===== src/design/tsx_pkg.sv =====
// shared constants and control types for the trie subarray xor counter
package tsx_pkg;

  localparam int unsigned MAX_ITEMS_DEF  = 1024;
  localparam int unsigned VALUE_BITS_DEF = 32;
  localparam int unsigned VALUE_W        = 32;
  localparam int unsigned THR_W          = 32;
  localparam int unsigned COUNT_W        = 11;
  localparam int unsigned TOTAL_W        = 20;

  typedef struct packed {
    logic start;
    logic init;
  } walk_ctl_t;

  typedef struct packed {
    logic busy;
    logic done;
  } walk_sts_t;

endpackage


===== src/design/tsx_walker.sv =====
// trie walk sequencer: root setup, threshold query walk and insert walk
module tsx_walker #(
  parameter int unsigned VALUE_BITS = tsx_pkg::VALUE_BITS_DEF,
  parameter int unsigned MAX_ITEMS  = tsx_pkg::MAX_ITEMS_DEF,
  localparam int unsigned NODE_CAP  = 1 + VALUE_BITS * (MAX_ITEMS + 1),
  localparam int unsigned LINK_W    = $clog2(NODE_CAP),
  localparam int unsigned NF_W      = $clog2(NODE_CAP + 1),
  localparam int unsigned CNT_W     = $clog2(MAX_ITEMS + 2),
  localparam int unsigned DATA_W    = 2 * LINK_W + 2 * CNT_W
) (
  input  logic                  clk_i,
  input  logic                  rst_ni,
  input  tsx_pkg::walk_ctl_t    ctl_i,
  input  logic [VALUE_BITS-1:0] key_i,
  input  logic [VALUE_BITS-1:0] thr_i,
  input  logic                  thr_over_i,
  output tsx_pkg::walk_sts_t    sts_o,
  output logic [CNT_W-1:0]      count_o,
  output logic                  mem_we_o,
  output logic [LINK_W-1:0]     mem_waddr_o,
  output logic [DATA_W-1:0]     mem_wdata_o,
  output logic [LINK_W-1:0]     mem_raddr_o,
  input  logic [DATA_W-1:0]     mem_rdata_i
);

  localparam int unsigned LVL_W = (VALUE_BITS > 1) ? $clog2(VALUE_BITS) : 1;
  localparam logic [LVL_W-1:0] LVL_TOP = LVL_W'(VALUE_BITS - 1);

  localparam logic [2:0] S_IDLE = 3'd0;
  localparam logic [2:0] S_INIT = 3'd1;
  localparam logic [2:0] S_QRD  = 3'd2;
  localparam logic [2:0] S_QEV  = 3'd3;
  localparam logic [2:0] S_IRD  = 3'd4;
  localparam logic [2:0] S_IEV  = 3'd5;
  localparam logic [2:0] S_IFR  = 3'd6;
  localparam logic [2:0] S_DONE = 3'd7;

  logic [2:0]            state_q, state_d;
  logic [LVL_W-1:0]      lvl_q, lvl_d;
  logic [LINK_W-1:0]     cur_q, cur_d;
  logic [NF_W-1:0]       nf_q, nf_d;
  logic [CNT_W-1:0]      acc_q, acc_d;
  logic [VALUE_BITS-1:0] key_q;

  logic [CNT_W-1:0]  cnt0, cnt1, cnt_x, cnt_b, cnt_inc, acc_add;
  logic [LINK_W-1:0] ch0, ch1, ch_go, ch_b, ch_new, nf_link;
  logic              bx, bk, bit_w, alloc;
  logic [DATA_W-1:0] fresh_word, upd_word;

  assign cnt0 = mem_rdata_i[CNT_W-1:0];
  assign cnt1 = mem_rdata_i[2*CNT_W-1:CNT_W];
  assign ch0  = mem_rdata_i[2*CNT_W +: LINK_W];
  assign ch1  = mem_rdata_i[2*CNT_W+LINK_W +: LINK_W];

  assign nf_link = nf_q[LINK_W-1:0];

  // query step
  assign bx      = key_q[lvl_q];
  assign bk      = thr_i[lvl_q];
  assign cnt_x   = bx ? cnt1 : cnt0;
  assign acc_add = acc_q + (bk ? cnt_x : '0);
  assign ch_go   = (bx ^ bk) ? ch1 : ch0;

  // insert step on a node read from memory
  assign cnt_b   = bx ? cnt1 : cnt0;
  assign ch_b    = bx ? ch1 : ch0;
  assign alloc   = (ch_b == '0);
  assign ch_new  = alloc ? nf_link : ch_b;
  assign cnt_inc = cnt_b + CNT_W'(1);
  assign upd_word = bx ? {ch_new, ch0, cnt_inc, cnt0} : {ch1, ch_new, cnt1, cnt_inc};

  // newly allocated node, written whole without a read
  assign bit_w = (state_q == S_INIT) ? 1'b0 : bx;
  assign fresh_word = bit_w ? {nf_link, LINK_W'(0), CNT_W'(1), CNT_W'(0)}
                            : {LINK_W'(0), nf_link, CNT_W'(0), CNT_W'(1)};

  always_comb begin
    state_d     = state_q;
    lvl_d       = lvl_q;
    cur_d       = cur_q;
    nf_d        = nf_q;
    acc_d       = acc_q;
    mem_we_o    = 1'b0;
    mem_waddr_o = cur_q;
    mem_wdata_o = fresh_word;
    mem_raddr_o = '0;
    case (state_q)
      S_IDLE: begin
        if (ctl_i.start) begin
          lvl_d = LVL_TOP;
          cur_d = '0;
          if (ctl_i.init) begin
            nf_d    = NF_W'(1);
            state_d = S_INIT;
          end else begin
            state_d = S_QRD;
          end
        end
      end
      S_INIT: begin
        mem_we_o = 1'b1;
        cur_d    = nf_link;
        nf_d     = nf_q + NF_W'(1);
        if (lvl_q == '0) begin
          state_d = S_QRD;
        end else begin
          lvl_d = lvl_q - LVL_W'(1);
        end
      end
      S_QRD: begin
        lvl_d   = LVL_TOP;
        acc_d   = '0;
        state_d = S_QEV;
      end
      S_QEV: begin
        if (thr_over_i) begin
          acc_d   = cnt0 + cnt1;
          state_d = S_IRD;
        end else begin
          acc_d = acc_add;
          if (ch_go == '0 || lvl_q == '0) begin
            state_d = S_IRD;
          end else begin
            mem_raddr_o = ch_go;
            lvl_d       = lvl_q - LVL_W'(1);
          end
        end
      end
      S_IRD: begin
        lvl_d   = LVL_TOP;
        cur_d   = '0;
        state_d = S_IEV;
      end
      S_IEV: begin
        mem_we_o    = 1'b1;
        mem_wdata_o = upd_word;
        mem_raddr_o = ch_new;
        cur_d       = ch_new;
        if (alloc) begin
          nf_d = nf_q + NF_W'(1);
        end
        if (lvl_q == '0) begin
          state_d = S_DONE;
        end else begin
          lvl_d   = lvl_q - LVL_W'(1);
          state_d = alloc ? S_IFR : S_IEV;
        end
      end
      S_IFR: begin
        mem_we_o = 1'b1;
        cur_d    = nf_link;
        nf_d     = nf_q + NF_W'(1);
        if (lvl_q == '0) begin
          state_d = S_DONE;
        end else begin
          lvl_d = lvl_q - LVL_W'(1);
        end
      end
      S_DONE: begin
        state_d = S_IDLE;
      end
      default: begin
        state_d = S_IDLE;
      end
    endcase
  end

  always_ff @(posedge clk_i or negedge rst_ni) begin
    if (!rst_ni) begin
      state_q <= S_IDLE;
      lvl_q   <= '0;
      cur_q   <= '0;
      nf_q    <= NF_W'(1);
      acc_q   <= '0;
    end else begin
      state_q <= state_d;
      lvl_q   <= lvl_d;
      cur_q   <= cur_d;
      nf_q    <= nf_d;
      acc_q   <= acc_d;
    end
  end

  always_ff @(posedge clk_i) begin
    if (state_q == S_IDLE && ctl_i.start) begin
      key_q <= key_i;
    end
  end

  assign sts_o.busy = (state_q != S_IDLE);
  assign sts_o.done = (state_q == S_DONE);
  assign count_o    = acc_q;

`ifndef SYNTH
  a_nf_in_range: assert property (@(posedge clk_i) disable iff (!rst_ni)
    nf_q <= NF_W'(NODE_CAP))
    else $error("node allocation ran past capacity");

  a_no_write_in_query: assert property (@(posedge clk_i) disable iff (!rst_ni)
    (state_q == S_QRD || state_q == S_QEV) |-> !mem_we_o)
    else $error("node write during query walk");

  a_insert_rw_apart: assert property (@(posedge clk_i) disable iff (!rst_ni)
    (state_q == S_IEV) |-> (mem_raddr_o != mem_waddr_o))
    else $error("insert walk reads the node it writes");

  a_done_single: assert property (@(posedge clk_i) disable iff (!rst_ni)
    sts_o.done |=> !sts_o.done && !sts_o.busy)
    else $error("walk done held too long");
`endif

endmodule


===== config.mk =====
export PLATFORM = sky130hd
export DESIGN_NAME = tsx_walker
export DESIGN_NICKNAME = d
export VERILOG_FILES = /design/src/design/tsx_pkg.sv /design/src/design/tsx_walker.sv
export SDC_FILE = /design/constraint.sdc
export NUM_CORES = 1
export LEC_CHECK = 0
export ABC_AREA = 1
export BUFFER_PORTS_ARGS = -buffer_cell sky130_fd_sc_hd__buf_2
export CORE_ASPECT_RATIO = 0.8
export CORE_UTILIZATION = 40
export CTS_CLUSTER_SIZE = 25
export DETAILED_ROUTE_END_ITERATION = 8
export GPL_TIMING_DRIVEN = 0
export HOLD_SLACK_MARGIN = 0.12
export PLACE_DENSITY = 0.7
export SLEW_MARGIN = 10
export SYNTH_ARGS = -nofsm -noshare
export SYNTH_HDL_FRONTEND = slang
export SYNTH_SLANG_ARGS = --single-unit

===== constraint.sdc =====
create_clock -name clk_i -period 3.5 [get_ports clk_i]
set_clock_uncertainty 0.1 [all_clocks]
set_input_delay 0.175 -clock clk_i [delete_from_list [all_inputs] [get_ports clk_i]]
set_output_delay 0.175 -clock clk_i [all_outputs]
set_load 0.03 [all_outputs]

### Word level (Yosys, flattened, before mapping)

Index checks and enable logic that the tools add are counted.

| cells by class | value |
|---|---|
| multiplexer cells | 39 |
| equal/unequal tests | 16 |
| magnitude comparators | 1 |
| reduce and logical (&&, ||, !) cells | 18 |
| bitwise gates (word level) | 1 |
| add/subtract/negate cells | 5 |

Operators with widths:

| operator | count |
|---|---|
| two-way mux 54 bit | 3 |
| two-way mux 16 bit | 9 |
| case mux 16 bit (4 select lines) | 1 |
| case mux 16 bit (3 select lines) | 1 |
| two-way mux 11 bit | 3 |
| zero test 16 bit | 2 |
| case mux 16 bit (2 select lines) | 1 |
| case mux 3 bit (8 select lines) | 1 |
| adder 11 bit | 2 |
| case mux 11 bit (2 select lines) | 1 |
| two-way mux 5 bit | 4 |
| case mux 5 bit (4 select lines) | 1 |
| adder 16 x 1 -> 16 bit (second input constant) | 1 |
| two-way mux 3 bit | 5 |
| inequality test 2 bit (second input constant) | 7 |
| equality test 3 bit (second input constant) | 4 |
| adder 11 x 1 -> 11 bit (second input constant) | 1 |
| binary-select mux 1 bit (select 5 bit) | 2 |
| AND reduction 4 bit | 2 |
| nonzero test 4 bit | 2 |
| equality test 3 x 2 -> 1 bit (second input constant) | 2 |
| less-than comparator 5 x 6 -> 1 bit (second input constant) | 1 |
| two-way mux 2 bit | 3 |
| nonzero test 3 bit | 2 |
| 15 further kinds | 19 |

| word-level totals | value |
|---|---|
| flip-flop bits (word level) | 83 |
| logic and storage cells | 86 |
| input port bits | 123 |
| output and inout bits | 100 |

### Depth between registers and ports, before layout

| depth | value |
|---|---|
| word-level depth | 9 |
| mapped depth | 33 |
| depth with buffers taken out | 29 |

### Worst setup path after synthesis

No wires, ideal clock.

| timing | value |
|---|---|
| path kind | register to register |
| from | register lvl_q[0] |
| to | register acc_q[10] (netlist: count_o[10]) |
| data arrival time | 3.318 ns |
| path slack | -0.036 ns |
| buffers on the path | 4 |
| library setup time | 0.118 ns |
| required time | 3.282 ns |
| stages on the path, launching flop included | 31 |
| period minus slack after synthesis | 3.536 ns |
| path through | dfrtp_1 -> buf_6 -> inv_6 -> buf_6 -> nand2_1 -> nand3_1 -> nand2_1 -> nand2_1 -> nand2_1 -> nand3_1 -> nand2_2 -> buf_6 -> buf_6 -> o21ai_1 -> nor2_1 -> ha_1 -> fa_1 -> nand3_1 -> a21oi_1 -> o21ai_0 -> nand2_1 -> nand2_1 -> nand2_1 -> nand2_1 -> a21oi_1 -> nor2_1 -> nor2_1 -> o21bai_1 -> nand3_1 -> nand3_1 -> nand2_1 |

| on the way | value |
|---|---|
| cells in the longest elaborated chain, start to end | 7 |
| elaborated cells on any way between the ends | 9 |
| classes of those cells | add/sub (1); mux (8) |

RTL lines:

| what | RTL line | text |
|---|---|---|
| start: declaration | tsx_walker.sv:39 | `logic [LVL_W-1:0] lvl_q, lvl_d;` |
| start signal: assignment | tsx_walker.sv:177 | `lvl_q <= lvl_d;` |
| binary-select mux 1 bit (select 5 bit) | tsx_walker.sv:58 | `assign bx = key_q[lvl_q];` |
| two-way mux 1 bit (implied by the code) | tsx_walker.sv:58 |  |
| two-way mux 11 bit | tsx_walker.sv:60 | `assign cnt_x = bx ? cnt1 : cnt0;` |
| two-way mux 11 bit * | tsx_walker.sv:61 | `assign acc_add = acc_q + (bk ? cnt_x : '0);` |
| adder 11 bit * | tsx_walker.sv:61 |  |
| two-way mux 11 bit * | tsx_walker.sv:116 | `if (thr_over_i) begin` |
| case mux 11 bit (2 select lines) * | tsx_walker.sv:87 | `case (state_q)` |
| end signal: assignment | tsx_walker.sv:174 | `acc_q <= '0;` |
| end signal: assignment | tsx_walker.sv:180 | `acc_q <= acc_d;` |
| end: declaration | tsx_walker.sv:42 | `logic [CNT_W-1:0] acc_q, acc_d;` |

Every way passes the cells marked *; elsewhere a longest branch is shown, timed or not. The select of a mux whose other input is x is not followed.
A chain may end at the register's enable or synchronous reset.

### Worst setup path in the final report

| timing | value |
|---|---|
| from | register lvl_q[0] |
| to | register acc_q[9] (netlist: count_o[9]) |

The elaborated chain is that of the path after synthesis.

==> impl_metrics.ini <==
[outcome]
status = complete, but fails checks
violations = setup timing

[logic_synthesis]
synthCells = 1205
yosys.area_share.simple = 0.348
synth_mux_area_frac = 0
ys_seq_elements = 83
synth_top_area_frac = 0.203
ys.warnings.count = 0
yosys.area.top_type = nand2_1
synth.area.top_cells = nand2_1, dfrtp_1, edfxtp_1
netlist_area_um2 = 7650
ys_async_sr_fraction = 0.614
synth.net_count = 1353
ys_types = 42
avgSynthCellArea_um2 = 6.35
synth_top_family_by_area = simple AND/OR/NAND/NOR gates
synth-adder-area-share = 0.0428
synth-edff-count = 32
synthFlopType = dfrtp_1
synthXorXnorAreaFrac = 0.0298
synth_compound_area_frac = 0.179
yosysSeqAreaShare = 0.293

[placement]
gp_congestion = 0.997
placed_cell_area_um2 = 9120
io_buffer_count = 222
dp.final_hpwl_mm = 22.4
place_ws_ns = -0.657

[sta]
layout_min_cycle_time_ns = 3.75
setup_slack_ns = -0.247
post-route-period-util = 1.07
finalMaxSlewViolations = 0
finalSetupTns_ns = -8.65
grt_setup_unrepaired = true
hold_viol = 0
finalSetupViolations = 67
slew_headroom = 0.465
tightest_slew_ns = 0.802
fmax_mhz = 267
fin_worst_hold_slack_ns = 0.200

[clock_network]
cts_inserted_buffers = 9
cts_htree_levels = 3
tritoncts = yes
cts.sinks = 83
cts_buffer_depth = 2
root_buffer = clkbuf_16
clk_pin_slew_ns = 0.07
clk_latency_ns = 0.36

[setup_path]
cp_top_family = simple AND/OR/NAND/NOR gates
cp_num_cells = 29
setup.worst_path.class = register to register
r2r_slack_ns = -0.25
cp-end-kind = register
crit_top_cell = nand2_1
start_kind = register
crit_buf_inv = 5
crit_path_end = count_o[9]
critical_path.max_stage_delay_ns = 0.37
arrival_ns = 3.90
cp_max_fo = 8
cpMaxStageDelayCell = dfrtp_1
r2r-end = count_o[9]
rr_worst_depth = 29
critical_path.startpoint = lvl_q[0]
required_ns = 3.65
rr_startpoint = lvl_q[0]

[finish]
final_cell_mix = nand2_1, buf_2, inv_1, nand3_1, nor2_1
layout-drive-gt1-share = 0.292
final_common_cell = nand2_1
nets = 1666
utilization = 0.597
fillers = 1741
final_area_um2 = 11000
area.growth.synth_to_final_pct = 43.9

[global_routing]
grt_max_degree = 52
grtUsageMet2 = 0.489
top_usage_layer = met2
grt_antenna_before_repair = 1
grt_pass1_vias = 8888
grt_pass1_wl_mm = 48.1
met3_usage = 0.0561
grt-ovfl-total = 0
grt_use_met1 = 0.447
grt_usage = 0.319

[routing]
vias = 9560
drt_pass1_iterations = 5
avgRoutedWirePerCell_um = 17.7
drc = 0
totalWireLength_mm = 31.5
drt-initial-drc-count = 997
routed_via_density = 5.38
ant_nets = 0

[hold_path]
hold_path_class = input pin to register

[run]
maxCapViolations = 0

[pwr]
power.density_nw_per_um2 = 1090
irDropWorstVdd_uv = 524
p_leak_nw = 5.51

[die]
die_x_um = 157
top_level_ports = 223
core-area_um2 = 18400
rows = 44
start_util = 0.415
die-height_um = 126
dieArea_um2 = 19700
==> layout make-up <==
cell class,count,area (um2),share of cell area
repair inverters,1,7.51,0.000682
repair buffers,301,2160,0.196
inverters,133,509,0.0463
plain buffers,55,397,0.0360
well taps,253,317,0.0288
diodes,2,5.00,0.000455
clock buffers,10,229,0.0208
clock inverters,6,48.8,0.00443
flip-flops and latches,83,2240,0.203
multi-input cells,934,5100,0.463
==> layer usage <==
layer | share of wire | vias up
li1 | - | 4574
met1 | 0.42 | 4399
met3 | 0.095 | 83
met4 | 0.035 | 0
met2 | 0.45 | 504
met5 | 0 | -
==> stage by stage <==
stage          instances  power, W
2_1_floorplan       1205   0.00677
3_3_place_gp        1680   0.00888
3_5_place_dp        1681   0.00895
4_1_cts             1770    0.0114
5_1_grt             1777    0.0128
6_report            1778    0.0120
==> synthesized netlist by cell type, types with 8 or more instances <==
| cell | n |
|---|---|
| buf_6 | 12 |
| nand2_2 | 16 |
| o211ai_1 | 18 |
| nor3_1 | 8 |
| a21oi_1 | 60 |
| o21ai_0 | 97 |
| dfrtp_1 | 50 |
| xor2_1 | 16 |
| o21ai_1 | 35 |
| edfxtp_1 | 32 |
| nand3_1 | 99 |
| clkbuf_1 | 24 |
| ha_1 | 23 |
| nand2_1 | 413 |
| xnor2_1 | 10 |
| buf_2 | 14 |
| nor2_1 | 87 |
| inv_1 | 127 |
==> sequential cells by signal, summed over array words and instances, names as in the netlist <==
name         cells
nf_link         16
count_o         11
lvl_q            5
mem_waddr_o     16
key_q           32
state_q          3
==> tightest hold or removal path: cells and delay by family <==
family | cells | cell delay, ns
buffers and inverters | 1 | 0.11
AO/OA/AOI/OAI | 1 | 0.14
adder cells (fa/ha/maj) | 1 | 0.15
AND/OR/NAND/NOR | 1 | 0.05
==> what timing repair did <==
action | in CTS | in global routing
endpoints found under the hold margin | 84 | 0
pin swaps | 41 | 24
hold buffers | 35 | 0
setup buffers | 33 | 5
cloned | 5 | 1
setup endpoints to repair | 73 | 87
resized for setup | 211 | 49
==> power breakdown <==
| part | internal, W | switching (W) | leakage [nW] |
|---|---|---|---|
| combinational | 0.00340 | 0.00623 | 4.42 |
| clock | 0.000488 | 0.000440 | 0.126 |
| sequential | 0.00129 | 0.000191 | 0.963 |
| total | 0.00518 | 0.00686 | 5.51 |
==> cells by family (layout without fill, tap and decap cells) <==
family,Yosys count,after routing
AO/OA/AOI/OAI,243,243
XOR/XNOR,26,26
adder cells (fa/ha/maj),25,25
buffers and inverters,188,506
flip-flops,83,83
other,0,2
AND/OR/NAND/NOR,640,640
==> how the worst min path moves through the flow <==
stage,start,to,depth (start not counted)
after floorplan,rst_ni,count_o[0],0
after global placement,key_i[3],key_q[3],1
after detailed placement,rst_ni,count_o[10],1
after CTS,mem_rdata_i[11],count_o[0],4
after global routing,ctl_i[1],key_q[26],3
final,mem_rdata_i[11],count_o[0],4
Note: power is estimated with default switching activity, not from simulation.
